$ cat src/design/isr_pkg.sv
// Shared types and constants for the ID slot registry table.
`timescale 1ns / 1ps
`default_nettype none

package isr_pkg;

    localparam int MAX_ENTRIES_DEF = 64;
    localparam int COUNT_OUT_W     = 7;

    typedef enum logic [2:0] {
        MODE_CLEAR      = 3'd0,
        MODE_REGISTER   = 3'd1,
        MODE_UNREGISTER = 3'd2,
        MODE_CONTAINS   = 3'd3,
        MODE_FIND_ID    = 3'd4,
        MODE_FIND_SPACE = 3'd5
    } isr_mode_t;

    typedef enum logic [2:0] {
        STAT_OK         = 3'd0,
        STAT_NOT_READY  = 3'd1,
        STAT_DUPLICATE  = 3'd2,
        STAT_BAD_ID     = 3'd3,
        STAT_TERMINATED = 3'd4,
        STAT_SLOT_TAKEN = 3'd5,
        STAT_NOT_OWNER  = 3'd6,
        STAT_UNDERFLOW  = 3'd7
    } isr_status_t;

    typedef enum logic [2:0] {
        ST_IDLE,
        ST_DECODE,
        ST_CLEAR,
        ST_SCAN,
        ST_READ,
        ST_CHECK,
        ST_DONE
    } isr_state_t;

    typedef struct packed {
        logic [2:0]  mode;
        logic [31:0] handle;
        logic [15:0] ident;
        logic        is_terminated;
        logic [63:0] space_tag;
    } isr_req_t;

    typedef struct packed {
        logic [2:0]             status;
        logic                   found;
        logic [31:0]            found_handle;
        logic [COUNT_OUT_W-1:0] entry_count;
    } isr_rsp_t;

    typedef struct packed {
        logic [31:0] owner;
        logic [63:0] space;
    } isr_slot_t;

    typedef struct packed {
        logic owner_eq;
        logic owner_nz;
        logic space_hit;
    } isr_cmp_t;

    typedef struct packed {
        logic wr_en;
        logic rd_en;
    } isr_mem_ctl_t;

endpackage

`default_nettype wire

$ cat src/design/isr_cmp_unit.sv
// Shared compare unit: matches one slot read against the request handle and tag.
`timescale 1ns / 1ps
`default_nettype none

module isr_cmp_unit (
    input  isr_pkg::isr_slot_t slot,
    input  wire [31:0]         key_handle,
    input  wire [63:0]         key_tag,
    output isr_pkg::isr_cmp_t  cmp
);

    always_comb
    begin
        cmp.owner_eq  = (slot.owner == key_handle);
        cmp.owner_nz  = (slot.owner != 32'd0);
        // Empty slots and a zero tag never match.
        cmp.space_hit = cmp.owner_nz && (key_tag != 64'd0) && (slot.space == key_tag);
    end

endmodule

`default_nettype wire

$ cat config.mk
export PLATFORM = sky130hd
export DESIGN_NAME = isr_cmp_unit
export DESIGN_NICKNAME = d
export VERILOG_FILES = /design/src/design/isr_pkg.sv /design/src/design/isr_cmp_unit.sv
export SDC_FILE = /design/constraint.sdc
export NUM_CORES = 1
export LEC_CHECK = 0
export BUFFER_PORTS_ARGS = -buffer_cell sky130_fd_sc_hd__buf_2
export CORE_AREA = 2 2 75 77
export DETAILED_ROUTE_END_ITERATION = 10
export DIE_AREA = 0 0 77 79
export PLACE_DENSITY = 0.69
export SYNTH_ARGS = -nofsm -noshare
export SYNTH_HDL_FRONTEND = slang
export SYNTH_SLANG_ARGS = --single-unit
$ cat constraint.sdc
create_clock -name vclk -period 2.3
set_clock_uncertainty 0.15 [all_clocks]
set_input_delay 0.23 -clock vclk [all_inputs]
set_output_delay 0.23 -clock vclk [all_outputs]
set_load 0.03 [all_outputs]
[Word-level counts from Yosys, hierarchy flattened]
Index checks and enable logic that the tools add are counted.
Word-level totals
  bits in writable memories: 0
  word-level logic and storage cells: 6
  ROM bits: 0
  memories kept: 0
  latch bits: 0
  bits in registers: 0
Operators by class
  shift-type cells: 0
  order comparisons: 0
  multiply operators: 0
  reduce and logical (&&, ||, !) cells: 4
  $add $sub $neg: 0
  muxes and demuxes: 0
  bitwise operators: 0
  equal/unequal tests: 2
  divide/modulo/power cells: 0
Operators with widths (number)
  equality test 64 bit: 1
  nonzero test 64 bit: 1
  equality test 32 bit: 1
  nonzero test 32 bit: 1
  logical AND 1 bit: 2

[Logic depth before layout (Yosys ltp)]
  word-level depth: 3
  depth in mapped cells: 5
  mapped depth without buffers: 5

[Worst setup path after synthesis]
Ideal clock, no wire load.
  path type: input-to-output
  from: input key_tag[0]
  to: output cmp[0] (netlist name)
  path buffers: 0
  stages: 5
  arrival time: 1.493 ns
  path slack: 0.427 ns
  path through: xnor2_1 > nand4_1 > nor4_1 > nand4_1 > nor3_1
RTL lines
  start, declared: line isr_cmp_unit.sv:8  | input wire [63:0] key_tag,
  end, declared: line isr_cmp_unit.sv:9  | output isr_pkg::isr_cmp_t cmp

==> reports/qor.csv <==
metric;value;unit
Crit. End Element;output pin;
Post-Layout Inst Area;2320;sq um
Placer Congestion;0.841;
diodes inserted;0;
Die H;79;um
Fin Setup TNS;0;ns
Mapped Cells;162;
count leader, synth;xnor2_1;
die footprint;6080;sq um
CTS Hold Bufs;0;
Synth area leader;xnor2_1;
critical path fanouts, max;2;
final period utilization;88.8;%
syn_nets;354;
Critical Path RT;1.92;ns
Fillers;568;
status;complete, no violations;
vias in the first global route;2015;
Vias/cell;4.69;
number of sequential cells;0;
register area share after synthesis;0;%
clock buffers;0;
layout cells sized above 1;54.9;%
Routed Antenna Nets;0;
peak supply drop;0.0836;mV
FP Rows;27;
multi-input logic area;1250;sq um
Starting Density;23.5;%
Slew headroom;65.9;%
Area contributors post-synth;xnor2_1 39%, xor2_1 28%, nor4_1 18%;
post_cts resized;0;
unrepaired setup endpoints after global routing;no;
Layout Nets;551;
1st-iter DRT viols;53;
synthesized area per cell;7.73;sq um
Slew Limit Fails;0;
Max Cap Violations;0;
GRT Overall Usage;19.4;%
Post-CTS Setup Bufs;0;
setup violators final;0;
largest net degree at the start of global routing;3;
synth unique cells;9;
DR DRC count;0;
port buffer count;195;
placed cell areas;2320;sq um
HP Class;input port to output pin;
YS warnings;0;
DP HPWL;6100;um
cell area after synthesis;1250;sq um
initial antenna violation count;0;
Fmax;490;MHz
Final min period;2.04;ns
synth cell count leaders;56 x xnor2_1, 40 x xor2_1, 37 x nor4_1;
Area Overhead vs Synth;85.1;%
Final Hold Viols;0;
global route total overflow;0;
core area;5340;sq um
IO Pins;195;
DR WL/cell;15.0;um
first-pass GRT wire length;9470;um
routed via count;2014;
crit path DAT;1.66;ns
chip width;77;um
PwrDens;172;nW/um^2
leakage power total;1.08;nW
WS Path Type;input port to output pin;
Critical Path Start Type;input port;
DRT Wirelength;6420;um
Seq. cell area;0;sq um
Worst Tran Pin Value;0.507;ns
share of the synthesized area in the top cell type;39.2;%
drt first pass iters;4;
## power by group
part / leakage, nW / internal [mW] / switching, mW / total, mW
combinational: 1.08 / 0.222 / 0.176 / 0.398
clock: 0 / 0 / 0 / 0
sequential: 0 / 0 / 0 / 0
## worst max-delay path, stage by stage
cell and delay (ns):
buf_2 0.11, xnor2_1 0.29, nand4_1 0.19, nor4_1 0.27
nand4_1 0.15, nor3_1 0.18, buf_2 0.24
## final cells by class
class	count	share of cell area, %
Tap cell	72	3.89
Timing Repair Buffer	195	42.1
Multi-Input combinational cell	162	54.0
## placed cells by master, fill, tap and decap left out, drive strengths merged
| cell | netlist | routed |
|---|---|---|
| xnor2 | 56 | 56 |
| nor3 | 1 | 1 |
| nor4 | 38 | 38 |
| nand4 | 23 | 23 |
| or2 | 1 | 1 |
| nor2 | 2 | 2 |
| nand3 | 1 | 1 |
| xor2 | 40 | 40 |
| buf | 0 | 195 |
## cells by family after synthesis
kind of cell	count (synthesis)	synth area share (%)
AND/OR/NAND/NOR	66	32.9
XOR/XNOR	96	67.1
## final timing paths
path,from,endpoint,cells past startpoint
setup / recovery,key_tag[55],cmp[0],7
hold / removal,key_handle[16],cmp[2],6
## metrics by stage
step | setup slack (ns) | cells | hold slack, ns | utilization [%] | power [mW]
3_5_place_dp | 0.288 | 429 | 0.854 | 43.4 | 0.396
3_3_place_gp | 0.292 | 429 | 0.847 | 43.4 | 0.392
6_report | 0.258 | 429 | 0.848 | 43.4 | 0.398
2_1_floorplan | 0.427 | 162 | 0.637 | - | 0.151
5_1_grt | 0.100 | 429 | 0.898 | 43.4 | 0.435
4_1_cts | 0.266 | 429 | 0.856 | 43.4 | 0.399
## layer usage
layer / share of wire [%] / track usage, % / vias to the layer above
met5: 0 / 0 / -
met4: 0.93 / 1.96 / 0
met3: 9.8 / 2.73 / 12
met2: 48 / 33.5 / 111
met1: 41 / 26.6 / 882
li1: - / - / 1009
Note: power is estimated with default switching activity, not from simulation.
