`src/design/isr_pkg.sv`:
```
// Shared types and constants for the ID slot registry table.
`timescale 1ns / 1ps
`default_nettype none

package isr_pkg;

    localparam int MAX_ENTRIES_DEF = 64;
    localparam int COUNT_OUT_W     = 7;

    typedef enum logic [2:0] {
        MODE_CLEAR      = 3'd0,
        MODE_REGISTER   = 3'd1,
        MODE_UNREGISTER = 3'd2,
        MODE_CONTAINS   = 3'd3,
        MODE_FIND_ID    = 3'd4,
        MODE_FIND_SPACE = 3'd5
    } isr_mode_t;

    typedef enum logic [2:0] {
        STAT_OK         = 3'd0,
        STAT_NOT_READY  = 3'd1,
        STAT_DUPLICATE  = 3'd2,
        STAT_BAD_ID     = 3'd3,
        STAT_TERMINATED = 3'd4,
        STAT_SLOT_TAKEN = 3'd5,
        STAT_NOT_OWNER  = 3'd6,
        STAT_UNDERFLOW  = 3'd7
    } isr_status_t;

    typedef enum logic [2:0] {
        ST_IDLE,
        ST_DECODE,
        ST_CLEAR,
        ST_SCAN,
        ST_READ,
        ST_CHECK,
        ST_DONE
    } isr_state_t;

    typedef struct packed {
        logic [2:0]  mode;
        logic [31:0] handle;
        logic [15:0] ident;
        logic        is_terminated;
        logic [63:0] space_tag;
    } isr_req_t;

    typedef struct packed {
        logic [2:0]             status;
        logic                   found;
        logic [31:0]            found_handle;
        logic [COUNT_OUT_W-1:0] entry_count;
    } isr_rsp_t;

    typedef struct packed {
        logic [31:0] owner;
        logic [63:0] space;
    } isr_slot_t;

    typedef struct packed {
        logic owner_eq;
        logic owner_nz;
        logic space_hit;
    } isr_cmp_t;

    typedef struct packed {
        logic wr_en;
        logic rd_en;
    } isr_mem_ctl_t;

endpackage

`default_nettype wire

```
`src/design/isr_seq.sv`:
```
// Command sequencer: decodes a request, drives slot sweeps and lookups, builds the result.
`timescale 1ns / 1ps
`default_nettype none

module isr_seq #(
    parameter int MAX_ENTRIES = isr_pkg::MAX_ENTRIES_DEF,
    parameter int AW          = 6,
    parameter int CW          = 7
) (
    input  wire                   clk,
    input  wire                   rst_n,
    input  wire                   start,
    input  isr_pkg::isr_req_t     req_in,
    input  wire                   take,
    input  isr_pkg::isr_cmp_t     cmp,
    input  isr_pkg::isr_slot_t    rd_slot,
    output logic                  idle,
    output logic                  done,
    output isr_pkg::isr_rsp_t     res,
    output isr_pkg::isr_req_t     cur_req,
    output isr_pkg::isr_mem_ctl_t mem_ctl,
    output logic [AW-1:0]         wr_addr,
    output isr_pkg::isr_slot_t    wr_data,
    output logic [AW-1:0]         rd_addr
);

    localparam logic [AW-1:0] LAST_IDX = AW'(MAX_ENTRIES - 1);

    isr_pkg::isr_state_t  state_reg, state_next;
    isr_pkg::isr_req_t    req_reg, req_next;
    logic [AW-1:0]        idx_reg, idx_next;
    logic                 issue_done_reg, issue_done_next;
    logic                 chk_vld_reg, chk_vld_next;
    logic [AW-1:0]        chk_idx_reg, chk_idx_next;
    logic                 occ_reg, occ_next;
    logic [CW-1:0]        count_reg, count_next;
    logic                 ready_reg, ready_next;
    isr_pkg::isr_status_t status_reg, status_next;
    logic                 found_reg, found_next;
    logic [31:0]          fh_reg, fh_next;

    isr_pkg::isr_mode_t   mode;
    logic [15:0]          id_m1;
    logic [AW-1:0]        tgt;
    logic                 id_ok;
    logic                 null_h;
    logic                 occ_now;
    logic [31:0]          count_ext;

    always_ff @(posedge clk or negedge rst_n)
    begin
        if (!rst_n)
        begin
            state_reg      <= isr_pkg::ST_IDLE;
            issue_done_reg <= 1'b0;
            chk_vld_reg    <= 1'b0;
            count_reg      <= '0;
            ready_reg      <= 1'b0;
        end
        else
        begin
            state_reg      <= state_next;
            issue_done_reg <= issue_done_next;
            chk_vld_reg    <= chk_vld_next;
            count_reg      <= count_next;
            ready_reg      <= ready_next;
        end
    end

    always_ff @(posedge clk)
    begin
        req_reg     <= req_next;
        idx_reg     <= idx_next;
        chk_idx_reg <= chk_idx_next;
        occ_reg     <= occ_next;
        status_reg  <= status_next;
        found_reg   <= found_next;
        fh_reg      <= fh_next;
    end

    assign mode   = isr_pkg::isr_mode_t'(req_reg.mode);
    assign id_m1  = req_reg.ident - 16'd1;
    assign tgt    = id_m1[AW-1:0];
    assign id_ok  = (req_reg.ident != 16'd0) && (req_reg.ident <= 16'(MAX_ENTRIES));
    assign null_h = (req_reg.handle == 32'd0);

    always_comb
    begin
        state_next      = state_reg;
        req_next        = req_reg;
        idx_next        = idx_reg;
        issue_done_next = issue_done_reg;
        chk_vld_next    = 1'b0;
        chk_idx_next    = chk_idx_reg;
        occ_next        = occ_reg;
        count_next      = count_reg;
        ready_next      = ready_reg;
        status_next     = status_reg;
        found_next      = found_reg;
        fh_next         = fh_reg;
        occ_now         = occ_reg;
        mem_ctl         = '0;
        wr_addr         = idx_reg;
        wr_data.owner   = 32'd0;
        wr_data.space   = req_reg.space_tag;
        rd_addr         = idx_reg;
        idle            = 1'b0;
        done            = 1'b0;

        case (state_reg)
            isr_pkg::ST_IDLE:
            begin
                idle = 1'b1;
                if (start)
                begin
                    req_next   = req_in;
                    state_next = isr_pkg::ST_DECODE;
                end
            end

            isr_pkg::ST_DECODE:
            begin
                status_next     = isr_pkg::STAT_OK;
                found_next      = 1'b0;
                fh_next         = 32'd0;
                idx_next        = '0;
                issue_done_next = 1'b0;
                occ_next        = 1'b0;
                case (mode)
                    isr_pkg::MODE_CLEAR:
                    begin
                        state_next = isr_pkg::ST_CLEAR;
                    end
                    isr_pkg::MODE_REGISTER:
                    begin
                        if (!ready_reg || null_h)
                        begin
                            status_next = isr_pkg::STAT_NOT_READY;
                            state_next  = isr_pkg::ST_DONE;
                        end
                        else
                        begin
                            state_next = isr_pkg::ST_SCAN;
                        end
                    end
                    isr_pkg::MODE_UNREGISTER, isr_pkg::MODE_CONTAINS:
                    begin
                        if (!ready_reg || null_h)
                        begin
                            status_next = isr_pkg::STAT_NOT_READY;
                            state_next  = isr_pkg::ST_DONE;
                        end
                        else if (!id_ok)
                        begin
                            status_next = isr_pkg::STAT_BAD_ID;
                            state_next  = isr_pkg::ST_DONE;
                        end
                        else
                        begin
                            state_next = isr_pkg::ST_READ;
                        end
                    end
                    isr_pkg::MODE_FIND_ID:
                    begin
                        if (!ready_reg)
                        begin
                            status_next = isr_pkg::STAT_NOT_READY;
                            state_next  = isr_pkg::ST_DONE;
                        end
                        else if (!id_ok)
                        begin
                            status_next = isr_pkg::STAT_BAD_ID;
                            state_next  = isr_pkg::ST_DONE;
                        end
                        else
                        begin
                            state_next = isr_pkg::ST_READ;
                        end
                    end
                    isr_pkg::MODE_FIND_SPACE:
                    begin
                        if (!ready_reg)
                        begin
                            status_next = isr_pkg::STAT_NOT_READY;
                            state_next  = isr_pkg::ST_DONE;
                        end
                        else if (req_reg.space_tag == 64'd0)
                        begin
                            state_next = isr_pkg::ST_DONE;
                        end
                        else
                        begin
                            state_next = isr_pkg::ST_SCAN;
                        end
                    end
                    default:
                    begin
                        status_next = isr_pkg::STAT_NOT_READY;
                        state_next  = isr_pkg::ST_DONE;
                    end
                endcase
            end

            isr_pkg::ST_CLEAR:
            begin
                mem_ctl.wr_en = 1'b1;
                wr_addr       = idx_reg;
                if (idx_reg == LAST_IDX)
                begin
                    count_next = '0;
                    ready_next = 1'b1;
                    state_next = isr_pkg::ST_DONE;
                end
                else
                begin
                    idx_next = idx_reg + AW'(1);
                end
            end

            isr_pkg::ST_SCAN:
            begin
                // Issue one slot read per cycle; check it in the next cycle.
                if (!issue_done_reg)
                begin
                    mem_ctl.rd_en = 1'b1;
                    rd_addr       = idx_reg;
                    chk_vld_next  = 1'b1;
                    chk_idx_next  = idx_reg;
                    if (idx_reg == LAST_IDX)
                    begin
                        issue_done_next = 1'b1;
                    end
                    else
                    begin
                        idx_next = idx_reg + AW'(1);
                    end
                end
                if (chk_vld_reg)
                begin
                    if (mode == isr_pkg::MODE_REGISTER)
                    begin
                        occ_now  = occ_reg || (id_ok && (chk_idx_reg == tgt) && cmp.owner_nz);
                        occ_next = occ_now;
                        if (cmp.owner_eq)
                        begin
                            status_next = isr_pkg::STAT_DUPLICATE;
                            state_next  = isr_pkg::ST_DONE;
                        end
                        else if (chk_idx_reg == LAST_IDX)
                        begin
                            state_next = isr_pkg::ST_DONE;
                            if (!id_ok)
                            begin
                                status_next = isr_pkg::STAT_BAD_ID;
                            end
                            else if (req_reg.is_terminated)
                            begin
                                status_next = isr_pkg::STAT_TERMINATED;
                            end
                            else if (occ_now)
                            begin
                                status_next = isr_pkg::STAT_SLOT_TAKEN;
                            end
                            else
                            begin
                                mem_ctl.wr_en = 1'b1;
                                wr_addr       = tgt;
                                wr_data.owner = req_reg.handle;
                                count_next    = count_reg + CW'(1);
                            end
                        end
                    end
                    else
                    begin
                        if (cmp.space_hit)
                        begin
                            found_next = 1'b1;
                            fh_next    = rd_slot.owner;
                            state_next = isr_pkg::ST_DONE;
                        end
                        else if (chk_idx_reg == LAST_IDX)
                        begin
                            state_next = isr_pkg::ST_DONE;
                        end
                    end
                end
                if (state_next != isr_pkg::ST_SCAN)
                begin
                    chk_vld_next = 1'b0;
                end
            end

            isr_pkg::ST_READ:
            begin
                mem_ctl.rd_en = 1'b1;
                rd_addr       = tgt;
                state_next    = isr_pkg::ST_CHECK;
            end

            isr_pkg::ST_CHECK:
            begin
                state_next = isr_pkg::ST_DONE;
                case (mode)
                    isr_pkg::MODE_UNREGISTER:
                    begin
                        if (!cmp.owner_eq)
                        begin
                            status_next = isr_pkg::STAT_NOT_OWNER;
                        end
                        else if (count_reg == '0)
                        begin
                            status_next = isr_pkg::STAT_UNDERFLOW;
                        end
                        else
                        begin
                            mem_ctl.wr_en = 1'b1;
                            wr_addr       = tgt;
                            count_next    = count_reg - CW'(1);
                        end
                    end
                    isr_pkg::MODE_CONTAINS:
                    begin
                        found_next = cmp.owner_eq;
                        fh_next    = cmp.owner_eq ? req_reg.handle : 32'd0;
                    end
                    isr_pkg::MODE_FIND_ID:
                    begin
                        found_next = cmp.owner_nz;
                        fh_next    = rd_slot.owner;
                    end
                    default:
                    begin
                        status_next = isr_pkg::STAT_NOT_READY;
                    end
                endcase
            end

            isr_pkg::ST_DONE:
            begin
                done = 1'b1;
                if (take)
                begin
                    state_next = isr_pkg::ST_IDLE;
                end
            end

            default:
            begin
                state_next = isr_pkg::ST_IDLE;
            end
        endcase
    end

    assign count_ext        = 32'(count_reg);
    assign res.status       = status_reg;
    assign res.found        = found_reg;
    assign res.found_handle = fh_reg;
    assign res.entry_count  = count_ext[isr_pkg::COUNT_OUT_W-1:0];
    assign cur_req          = req_reg;

    a_count_bound : assert property (@(posedge clk) disable iff (!rst_n)
        count_ext <= 32'(MAX_ENTRIES))
        else $error("entry count above table depth");

    a_no_write_idle : assert property (@(posedge clk) disable iff (!rst_n)
        mem_ctl.wr_en |-> (state_reg == isr_pkg::ST_CLEAR || state_reg == isr_pkg::ST_SCAN ||
                           state_reg == isr_pkg::ST_CHECK))
        else $error("slot write outside a command");

    a_clear_result : assert property (@(posedge clk) disable iff (!rst_n)
        (state_reg == isr_pkg::ST_CLEAR && state_next == isr_pkg::ST_DONE)
        |=> (count_reg == '0 && ready_reg && status_reg == isr_pkg::STAT_OK))
        else $error("clear did not empty the table");

    a_not_ready_fails : assert property (@(posedge clk) disable iff (!rst_n)
        (state_reg == isr_pkg::ST_DONE && !ready_reg) |-> (status_reg != isr_pkg::STAT_OK))
        else $error("command succeeded before first clear");

    a_no_hit_no_handle : assert property (@(posedge clk) disable iff (!rst_n)
        (state_reg == isr_pkg::ST_DONE && !found_reg) |-> (fh_reg == 32'd0))
        else $error("handle reported without a hit");

endmodule

`default_nettype wire

```
`config.mk`:
```
export PLATFORM = sky130hd
export DESIGN_NAME = isr_seq
export DESIGN_NICKNAME = d
export VERILOG_FILES = /design/src/design/isr_pkg.sv /design/src/design/isr_seq.sv
export SDC_FILE = /design/constraint.sdc
export NUM_CORES = 1
export LEC_CHECK = 0
export ABC_AREA = 1
export BUFFER_PORTS_ARGS = -buffer_cell sky130_fd_sc_hd__buf_4
export CORE_AREA = 5 5 186 188
export DETAILED_ROUTE_END_ITERATION = 8
export DIE_AREA = 0 0 191 193
export PLACE_DENSITY_LB_ADDON = 0.15
export SLEW_MARGIN = 20
export SYNTH_ARGS = -nofsm -noshare
export SYNTH_HDL_FRONTEND = slang
export SYNTH_SLANG_ARGS = --single-unit
```
`constraint.sdc`:
```
create_clock -name clk -period 8.83 [get_ports clk]
set_input_delay 0.883 -clock clk [delete_from_list [all_inputs] [get_ports clk]]
set_output_delay 0.883 -clock clk [all_outputs]
set_load 0.05 [all_outputs]
```
# Yosys cells after proc, flatten, opt, wreduce, memory -nomap -nowiden
# Cells that the tools add are included.
# totals
output_inout_bits	271
elab_cells	188
reg_bits	178
input_bits	219
# op_classes
n_addsub	4
muxes	103
n_reduce_logical	27
magnitude_cmp	1
bitwise_logic	1
n_eq_ne	36
# op_table
cell	n
$mux 32	12
$pmux 32 s3	1
$mux 6	13
$mux 7	11
$mux 3	23
$logic_not 64->1	1
$pmux 32 s2	1
$ne 2x2->1 const B	17
$logic_not 32->1	1
$pmux 3 s5	2
$mux 1	24
$pmux 3 s7	1
$pmux 7 s3	1
$pmux 6 s3	1
$le 16x7->1 const B	1
$reduce_bool 16->1	1
$eq 3x3->1 const B	5
$eq 3x2->1 const B	4
$eq 6x6->1 const B	2
$pmux 6 s2	1
$reduce_and 12->1	1
$pmux 3 s3	1
$reduce_bool 3->1	3
$mux 2	4
other kinds (26)	40

# Longest topological paths before layout
# Gate-level depths: netlist of the first run.
# logic_depth
word_depth	13
depth_mapped	15
depth_no_buf	15

# Worst setup path before layout of the first run
# OpenSTA, ideal clock, no wires.
# synth_path
path_type	register to register
startpoint	reg state_reg[0]
endpoint	reg req_reg, in the netlist cur_req[0] (enable)
stages_incl_launch_ff	6
setup_time_ps	593
t_required_ps	8237
path_buffers	0
setup_slack_ps	1981
period_less_slack_ps	6849
arrival_time_ps	6256
cell_sequence	dfrtp_1 > nor2_1 > inv_1 > nor2_1 > inv_1 > nor2_1
# synth_between
elab_chain_cells	2
# synth_rtl
item	line	source
from (decl)	isr_seq.sv:29	isr_pkg::isr_state_t state_reg, state_next;
from (signal assigned)	isr_seq.sv:54	state_reg <= isr_pkg::ST_IDLE;
from (signal assigned)	isr_seq.sv:62	state_reg <= state_next;
$logic_not 3->1	isr_seq.sv:110	case (state_reg)
$reduce_and 2->1 (no source line)	-	
to (signal assigned)	isr_seq.sv:72	req_reg <= req_next;
to (decl)	isr_seq.sv:30	isr_pkg::isr_req_t req_reg, req_next;
# Every way passes these cells.
# A chain may end at the register's enable or synchronous reset.

==> run summary, run 1 <==
Critical setup path kind: reg2out. The area share of the leading cell type in the synthesized netlist was 0.5475. Main combinational cell family by area after synthesis: simple AND/OR/NAND/NOR gates. The endpoint type of the worst setup path was an output port. Clock-pin slew was measured on the worst setup and hold paths at 0.07 ns. The met2 demand-to-capacity share in global routing was 0.2837; the number of placed cells counting well taps was 1673.

The logs give 187.8 uV for the largest voltage drop on the vdd net and 43 for the number of distinct library cell variants in the gate-level netlist after synthesis. Among all stages on the critical path, the largest delay is contributed by sky130_fd_sc_hd__inv_2. The run gives 3.84 ns as the data arrival time of the critical path. The fraction of the mapped netlist area in compound gates was 0.07563; the number of hold-slack violations in the final timing report was 0. The worst hold path belongs to the class in2async. The tools report the number of antenna violations at the first check in global routing as 2.

The global routing usage summed across all routing layers is 0.1676. The first detailed-routing pass ran for 5 iterations. The tools report the number of cells in the finished layout apart from fillers as 1705. The routability-driven placement congestion ratio came out at 0.8298. Leaving out fill and tap cells, the most frequent cell in the layout is sky130_fd_sc_hd__buf_4. The run finished with clean final reports. The setup TNS was 0 ns.

Across the run, the number of max-cap violations was 0. The HPWL after detailed placement is 24.80 mm. In this run the mean area of a mapped cell was 10.31 um^2. Setup repair after global routing left no endpoint under its margin. Counting every instance in the synthesized netlist gives 878. The tools report the global-route wire length before repair as 46.44 mm. Flip-flop and latch area: 5280 um^2. The multiplexer area fraction after synthesis is 0. The mapped netlist covers 9050 um^2. The layout has 3331 filler cells. The simple-gate share of the synthesized area came out at 0.2115.

The actual transition at the worst max-transition pin was 1.006 ns; the number of slew-limit violations in the final report was 0. Number of buffers on the longest clock path: 2. For the via count of the first global-routing pass, the log shows 7483. The logs give 0 for the final-report setup violation count and 31.62 mm for the routed wire length. For the fraction of met3 tracks used by global routing, the log shows 0.06122. The clock arrives with 0.01146 ns of skew.

TritonCTS built the clock tree. The tools report the global routing usage on met1 as 0.2048. The run gives 5.632 nW as the standby leakage power. Clock tree synthesis inserted a total of 17 buffers.

The ratio of cells with drive above 1 in the final layout is 0.4248, and the die area is 36860 um^2. The vias per cell works out to 4.371. For the count of inserted antenna diode cells, the log shows 0. After detailed routing, the average wire length per cell comes to 18.55 um.

The tree is rooted in a sky130_fd_sc_hd__clkbuf_16. Traced cell by cell, the critical path runs through nor2_4 > nand2_1 > inv_2 > nand2_2 > nor2_4 > nand3_4 > nor2_4 > buf_4. Core area: 32950 um^2. Among all flip-flop cells after synthesis, the most frequent one is sky130_fd_sc_hd__edfxtp_1. The H-tree was split into 4 levels. At the later pin of the worst-skew pair, clock insertion delay measures 0.45 ns. The tools report the count of nets left with antenna violations after detail routing as 0. The sequential area share after synthesis is 0.5834, and the maximum clock frequency is 211.5 MHz. Effective utilization at floorplan: 0.2747. For this block, the initial DRC count from the detailed router was 413. Row generation in the floorplan step produced 67 rows. STA classifies the critical path startpoint as a flip-flop. In this design, the critical path's most frequently occurring cell is sky130_fd_sc_hd__nor2_4. The library cells used most frequently in the layout, excluding fill and tap cells, are sky130_fd_sc_hd__buf_4 (430), sky130_fd_sc_hd__nand2_1 (180), sky130_fd_sc_hd__edfxtp_1 (165), sky130_fd_sc_hd__nor2_1 (105), sky130_fd_sc_hd__inv_1 (88). The largest fanout of any net on the critical path was 41. The async set-or-reset flop fraction in the synthesized netlist was 0.07303; the number of enable flip-flop cells after synthesis was 165. The post-synthesis to final-layout area growth came out at 42.36%. For the worst max-slew margin expressed relative to the limit, the log shows 0.3291.

The net count of the finished layout is 1472. The final clock period utilization by the worst path was 0.5354; the maximum number of pins on one net before global-route repair was 53. Required arrival time at the worst endpoint: 7.95 ns. Number of input and output port buffers inserted: 425. The register with the most flip-flops in the layout has 113 of them. Number of hold buffers added after CTS: 0.

In this run the power density over the cells is 317.1 nW/um^2. Counting every net in the synthesized netlist gives 1106. The biggest area contributor in the post-synthesis netlist is sky130_fd_sc_hd__edfxtp_1.

The post-CTS repair timing setup buffer count is 0. The share of synthesized cell area in full adder, half adder and majority cells was 0.01327. The fraction of the core area covered by cells at the end of the flow was 0.3911; the number of gates given a new drive strength after cts was 0.

The minimum clock period was 4.728 ns. For this run the aggregate overflow at the end of global routing stands at 0. Together, buffers and inverters on the worst path number 2. The layer with the highest usage is met2. Pin placement for this block handled 490 I/O pins.

Counting every sink on the clock net gives 178. The routed via count is 7452. The multi-input combinational cells in the finished layout cover a total of 2814 um^2. In this design, the stage delay of the slowest critical-path cell is 0.80 ns. The warning count from the yosys run is 0, and the fraction of synthesized cell area in xor and xnor cells is 0.006775. The cell family contributing the most delay on the critical path is simple AND/OR/NAND/NOR gates. The flop and latch count out of synthesis was 178. From left edge to right edge, the die measures 191 um.

The height of the die works out to 193 um. In the post-synthesis netlist, the biggest area contributors are sky130_fd_sc_hd__edfxtp_1 (55%), sky130_fd_sc_hd__nand2_1 (7.5%), sky130_fd_sc_hd__buf_4 (5.4%). In the routed design, unresolved DRC markers number 0.
==> per-layer routing <==
metal | wire, um | vias up
li1 | - | 3602
met1 | 12920 | 3499
met2 | 15260 | 322
met3 | 3001 | 25
met4 | 401 | 4
met5 | 34 | -
==> cell families (layout without fill, tap and decap cells) <==
| kind of cell | after synthesis | after routing |
|---|---|---|
| AOI/OAI and AO/OA | 112 | 112 |
| DFF | 178 | 178 |
| buffers and inverters | 182 | 561 |
| and+or+nand+nor | 390 | 390 |
| xor gates and xnor gates | 7 | 7 |
| adders and majority gates | 9 | 9 |
==> cells in the mapped netlist, drive strengths merged (3+ instances only) <==
cell    number
a21oi       16
a22oi       32
buf         74
clkbuf       9
dfrtp       13
edfxtp     165
ha           8
inv         99
nand2      189
nand3       39
nand3b       3
nand4        3
nor2       144
nor3        10
o21ai       52
o22ai        4
xnor2        4
xor2         3
==> final cells by class <==
type                    instances  share of cell area
well taps                     448             0.04351
multi-input cells             518              0.2184
flip-flops and latches        178              0.4098
clock inverters                14             0.01554
clock buffers                  18             0.03331
inverters                      99             0.02884
repair buffers                430              0.2506
==> power breakdown <==
group	internal, mW	switching (mW)
registers	1.19	0.178
logic	0.494	1.39
clock network	0.478	0.350
==> final timing paths <==
check / start / end / slack [ns] / depth (start not counted)
setup / recovery: state_reg[2] / wr_data[69] / 4.10 / 8
hold / removal: rst_n / count_reg[4] / 0.27 / 1
setup reg to reg: state_reg[0] / cur_req[7] / 5.62 / 7
hold reg to reg: issue_done_reg / chk_vld_reg / 0.50 / 1
max in group asynchronous: rst_n / ready_reg / 8.39 / 1
min in group clk: issue_done_reg / chk_vld_reg / 0.50 / 1
==> through the flow <==
step / hold WS, ns / instance area [um^2] / power (mW) / setup slack (ns)
after floorplan: 0.4481 / 9050 / 2.723 / 1.981
after global placement: 0.4931 / 12250 / 3.286 / 4.594
after detailed placement: 0.4879 / 12250 / 3.294 / 4.548
after CTS: 0.2444 / 12880 / 4.135 / 4.040
after global routing: 0.2509 / 12880 / 4.287 / 3.783
final: 0.2686 / 12880 / 4.085 / 4.102
Power figures use the tool's default switching activity.
==> inputs of run 2 (changes only) <==
Settings changed: CORE_AREA 5 5 186 188 to 5 5 189 191, DIE_AREA 0 0 191 193 to 0 0 194 196.
Clock period 8.83 ns to 3.9 ns, I/O delays scaled along.
==> run summary, run 2 (synthesized netlist as in run 1, its figures left out) <==
The worst setup path is launched from a flip-flop. For the worst max-slew margin expressed relative to the limit, the log shows 0.3615. Detailed routing inserted a total of 7413 vias. The tools report the maximum number of pins on one net before global-route repair as 97. Signal routing reaches up to met4. The setup path with the least slack is of type reg2out. The run gives 0 as the number of hold-slack violations in the final timing report. The die is 196 um tall. The core area came out at 33950 um^2. The hold-critical path depth was 1; the die width was 194 um.

After layout, the minimum clock period comes to 3.549 ns. In this run the remaining antenna-violating nets after routing total 0. The slack of the worst reg-to-reg path is 1.49 ns, and the flip-flop and latch area is 5280 um^2. Across the run, the number of max-cap violations was 0. The tree built by TritonCTS fans out to 178 sinks.

The worst hold path belongs to the class in2reg. The routability-driven placement congestion ratio came out at 0.7993. The number of antenna diodes in the final layout is 0.

The run gives 0 as the final-report setup violation count. Post-CTS repair changed the size of 0 cells. The data arrival time of the critical path came out at 3.16 ns. Setup slack closes at 0.3509 ns. In this run the most critical hold path is launched from req_in[88].

The logic depth of the worst register-to-register path works out to 13. For the number of buffers on the longest clock path, the log shows 2. The layout has 3416 filler cells. For this run, design rule violations remaining after detail routing come to 0. The first detailed-routing pass took 4 iterations. The signal on the critical path passes through inv_2 > ha_1 > inv_1 > nor2_1 > nand3_1 > nand2_2 > nand3_4 > nor2_2 > nand2_2 > nor2_4 > nand3_4 > buf_12 > nor2_4 > buf_4. The tools report the post-route total power as 9.181 mW.

The tools report the latest clock arrival within the worst-skew pair as 0.45 ns. Placed wire-length estimate after detailed placement: 25.51 mm. After the first detailed-routing iteration, the DRC count stood at 304. In this run, CTS created clock tree buffers numbering 17. Setup repair after global routing left no endpoint under its margin.

For the maximum clock frequency, the log shows 281.8 MHz. The final layout contains routed wiring with a total length of 32.42 mm. Using the TritonRoute via totals, the vias-per-cell ratio works out to 4.320. The tools report the reg-to-reg critical path endpoint as count_reg[6].

After clock tree synthesis, the clock-pin slew on the worst setup and hold paths is 0.08 ns. Effective utilization at floorplan: 0.2666. STA puts the critical path data required time at 3.51 ns. Clock skew on the completed layout was measured at 0.01177 ns. Leading cell type in the layout, fill and taps excluded: sky130_fd_sc_hd__buf_4.

Row generation in the floorplan step produced 68 rows. The source of the worst register-to-register timing path was state_reg[1]. CTS placed an instance of sky130_fd_sc_hd__clkbuf_16 at the clock tree root. At the placement stage, the worst setup path has a slack of 0.7773 ns. The flow ran to the end, and the final reports show no timing, DRC or antenna violations.

Summed over all cells, the static leakage comes to 5.647 nW. The multi-input combinational cells in the finished layout cover a total of 2814 um^2. The detailed router put a total of 13.97 mm of wire on met1. After detailed routing, the average wire length per cell comes to 18.89 um. The logs give 0 ns for the setup TNS and 0.1663 for the global routing usage summed across all routing layers.

TritonCTS built the clock tree. In this run the tool buffered the top-level ports with 425 buffer cells. The total overflow left after global routing is 0. The actual transition at the worst max-transition pin was 0.9555 ns. The number of hold buffers added after CTS is 1, and the number of nets in the layout is 1476.

The longest individual stage delay on the worst path works out to 0.47 ns. 490 I/O pins were placed. The first global-routing pass estimated 48.07 mm of wire.

In the layout the commonest cells are sky130_fd_sc_hd__buf_4 (431), sky130_fd_sc_hd__nand2_1 (180), sky130_fd_sc_hd__edfxtp_1 (165), sky130_fd_sc_hd__nor2_1 (105), sky130_fd_sc_hd__inv_1 (88). Final clock period utilization by the worst path: 0.9100. The largest voltage drop on the vdd net is 346.3 uV, and the total length of routed met3 wires is 2.716 mm. The die covers 38020 um^2.

The number of slew-limit violations in the final report is 0. The register with the most flip-flops in the layout has 113 of them. For hold timing, the worst endpoint is cur_req[88]. The via count of the first global-routing pass was 7662; the ratio of cells with drive above 1 in the final layout was 0.4259. The areal power density over the cells came out at 710.6 nW/um^2. The H-tree was split into 4 levels. After detailed routing, the met2 layer carries 15.35 mm of wire. The number of antenna violations at the first check in global routing came out at 0. Relative to the synthesized area, the layout overhead comes to 42.78%. Once the clock tree was built, the setup fixing pass inserted 0 buffers.

The largest fanout of any net on the critical path was 18. STA classifies the critical path endpoint as an output port. The cell with the largest stage delay on the worst path is sky130_fd_sc_hd__edfxtp_1.
-- run 2: worst max-delay path, delay by kind of cell, from the launching register on --
kind                     cells  cell delay, ns
adder cells (fa/ha/maj)      1            0.16
AND/OR/NAND/NOR              9            1.28
buffers and inverters        4            0.78
flip-flops                   1            0.47
-- run 2: stage by stage --
step                hold WS (ns)  utilization  cell area (um^2)  cells
floorplan                0.09441            -              9062    878
global placement          0.2488       0.3626             12310   1683
detailed placement        0.2489       0.3626             12310   1683
CTS                      0.07823       0.3806             12920   1716
global route             0.07957       0.3806             12920   1716
finish                    0.1138       0.3806             12920   1716
-- run 2: area by class of cell --
cell class | instances | share of cell area
inverters | 99 | 0.02876
repair buffers | 434 | 0.2543
flip-flops and latches | 178 | 0.4086
clock buffers | 18 | 0.03321
clock inverters | 14 | 0.01327
multi-input cells | 518 | 0.2178
well taps | 455 | 0.04406
-- run 2: where the power goes --
| group | internal (mW) | total, mW | switching [mW] |
|---|---|---|---|
| combinational | 1.13 | 4.28 | 3.14 |
| sequential | 2.70 | 3.11 | 0.410 |
| clock | 0.970 | 1.79 | 0.820 |
| total | 4.81 | 9.18 | 4.37 |
-- run 2: worst max-delay path by stage --
stage                  from          end
2_1_floorplan  state_reg[0]   cur_req[0]
3_3_place_gp    cur_req[65]  wr_data[73]
3_5_place_dp    cur_req[65]  wr_data[73]
4_1_cts         cur_req[65]  wr_data[73]
5_1_grt         cur_req[65]  wr_data[74]
6_report        cur_req[65]  wr_data[75]
-- run 2: per-layer routing --
metal / vias up / GRT usage
li1: 3623 / -
met1: 3446 / 0.2109
met2: 321 / 0.2750
met3: 23 / 0.05616
met4: 0 / 0.04167
met5: - / 0
==> inputs of run 3 (changes only) <==
Settings changed: GPL_TIMING_DRIVEN from default to 0.
==> run summary, run 3 (synthesized netlist as in run 1, its figures left out) <==
The critical path is of the reg2out type. Counting both buffers and inverters, the worst setup path holds a total of 4. VDD sags by at most 378.8 uV. The worst setup path is launched from a flip-flop. The first global-routing pass estimated 49.73 mm of wire.

The tools report the number of gates given a new drive strength after cts as 0. Violation count after the first detailed-route iteration: 351. The min-delay analysis places its worst path in the category in2reg.

Setup repair after global routing left no endpoint under its margin. Slack of the worst reg-to-reg path: 1.21 ns. Post-synthesis to final-layout area growth: 49.92%.

The number of antenna violations at the first check in global routing was 1; the number of slew-limit violations in the final report was 0. Entering global routing, the biggest net connects 28 pins. Broken down by cell family, the worst path's largest delay share belongs to simple AND/OR/NAND/NOR gates. For the count of pins on the block boundary, the log shows 490. The count of nets left with antenna violations after detail routing is 0, and the number of hold-slack violations in the final timing report is 0. Latest clock arrival within the worst-skew pair: 0.45 ns.

In the layout the commonest cells are sky130_fd_sc_hd__buf_4 (490), sky130_fd_sc_hd__nand2_1 (180), sky130_fd_sc_hd__edfxtp_1 (165), sky130_fd_sc_hd__nor2_1 (106), sky130_fd_sc_hd__inv_1 (88). Routability-driven placement finished with a final weighted congestion of 0.8124. On the final layout, the worst clock skew is 0.009980 ns.

For the total clock sinks, the log shows 178. The tightest hold path in the finished design has a slack of 0.1141 ns. After floorplanning, the core was sized to cover 33950 um^2. Effective utilization at floorplan: 0.2666.

TritonCTS built the clock tree. The global routing usage summed across all routing layers was 0.1736. Data arrives at the worst endpoint at 2.88 ns. The H-tree was split into 4 levels.

The tools report the endpoint type of the worst setup path as an output port. The routed via count was 7759. The startpoint identified for the worst register-to-register timing path is mode[1]. The run gives 3.51 ns as the required arrival time at the worst endpoint. The worst max-slew margin expressed relative to the limit is 0.4837, and the die area is 38020 um^2. Once detailed placement completed, the half-perimeter wirelength came to 27.53 mm. Adding up every negative setup slack in the final design gives 0 ns. The hold-critical path depth was 1. TritonCTS created 17 clock buffers. Walking the worst path, the cells encountered are inv_2 > ha_1 > inv_1 > nor2_1 > nand3_1 > nand2_2 > nand3_4 > nor2_2 > nand2_2 > nor2_4 > nand3_4 > buf_12 > nor2_4 > buf_4. The register with the most flip-flops in the layout has 113 of them. The number of cells in the finished layout apart from fillers is 1799, and the number of input and output port buffers inserted is 425.

The critical path starts at cur_req[65]. On the critical path, the stage with the largest delay is an instance of sky130_fd_sc_hd__edfxtp_1. For the pin with the worst max-slew slack, the measured transition is 0.7703 ns.

The total overflow left after global routing is 0. The final-report setup violation count was 0; the vias per cell was 4.313. The standby leakage power was 6.034 nW; the largest fanout of any net on the critical path was 10. The tools report the number of nets in the layout as 1559.

Counting cells, the worst reg-to-reg path comes to 8. The largest single stage delay on the critical path is 0.51 ns. The CTS root buffer is sky130_fd_sc_hd__clkbuf_16. Number of placed cells counting well taps: 1766. For hold timing, the worst endpoint is cur_req[63].

The endpoint identified for the worst register-to-register timing path is fh_reg[10]. The via count of the first global-routing pass is 7948. The tools report the count of inserted antenna diode cells as 0. The launch instance of the worst min-delay path was req_in[63]. The ratio of cells with drive above 1 in the final layout was 0.4546. Number of buffers on the longest clock path: 2. The tools report the maximum clock frequency as 305.8 MHz. The run finished with clean final reports. The minimum clock period came out at 3.270 ns. In the routed design, unresolved DRC markers number 0. For the number of detailed-route iterations in the first pass, the log shows 4.

In this run the horizontal extent of the chip is 194 um. The die is 196 um tall. The routed wire length is 33.84 mm, and the clock transition at the registers of the reported paths is 0.08 ns. The routed length per instance was 18.81 um. Dividing total power by cell area gives a power density of 691.7 nW/um^2.

The number of rows in the core area was 68; the final clock period utilization by the worst path was 0.8385. Across the run, the number of max-cap violations was 0. Leaving out fill and tap cells, the most frequent cell in the layout is sky130_fd_sc_hd__buf_4.
==> run 3: cell type report <==
| class | count | area (um^2) |
|---|---|---|
| inverter | 99 | 371.6 |
| tap | 455 | 569.3 |
| fill | 3444 | 20380 |
| timing repair buffer | 434 | 3361 |
| buffer | 83 | 618.1 |
| clock inverter | 15 | 142.6 |
| sequential | 178 | 5280 |
| multi-input combinational | 518 | 2800 |
| clock buffer | 17 | 425.4 |
==> run 3: routing by layer <==
| layer | part of all wire | vias to the layer above | track usage |
|---|---|---|---|
| met3 | 0.089 | 26 | 0.06234 |
| met1 | 0.42 | 3606 | 0.2127 |
| met4 | 0.011 | 2 | 0.03880 |
| met2 | 0.48 | 336 | 0.2955 |
| met5 | 0.00038 | - | 0 |
| li1 | - | 3789 | - |
==> run 3: how the worst max path moves through the flow <==
stage | end | slack (ns) | depth (start not counted)
2_1_floorplan | cur_req[0] | 0.25 | 5
3_3_place_gp | fh_reg[8] | -0.56 | 5
3_5_place_dp | wr_data[69] | 1.02 | 14
4_1_cts | wr_data[69] | 0.52 | 14
5_1_grt | wr_data[69] | 0.36 | 15
6_report | wr_data[69] | 0.63 | 14
==> run 3: power breakdown <==
group | leakage (nW) | switching (mW) | internal (mW)
combinational | 4.04 | 3.23 | 1.36
sequential | 1.73 | 0.402 | 2.70
clock | 0.269 | 0.850 | 0.848
==> run 3: per-stage QoR <==
stage,util,instance area (um^2),setup slack (ns),total power [mW]
after floorplan,-,9062,0.2460,6.126
after global routing,0.3997,13570,0.3594,9.860
after detailed placement,0.3826,12990,1.018,7.785
after global placement,0.3777,12820,-0.5569,7.659
final,0.3997,13570,0.6299,9.385
after CTS,0.3997,13570,0.5171,9.516
==> run 3: what timing repair did <==
action,4_1_cts,5_1_grt
buffers inserted,0,0
hold buffers,1,0
hold endpoints to repair,13,0
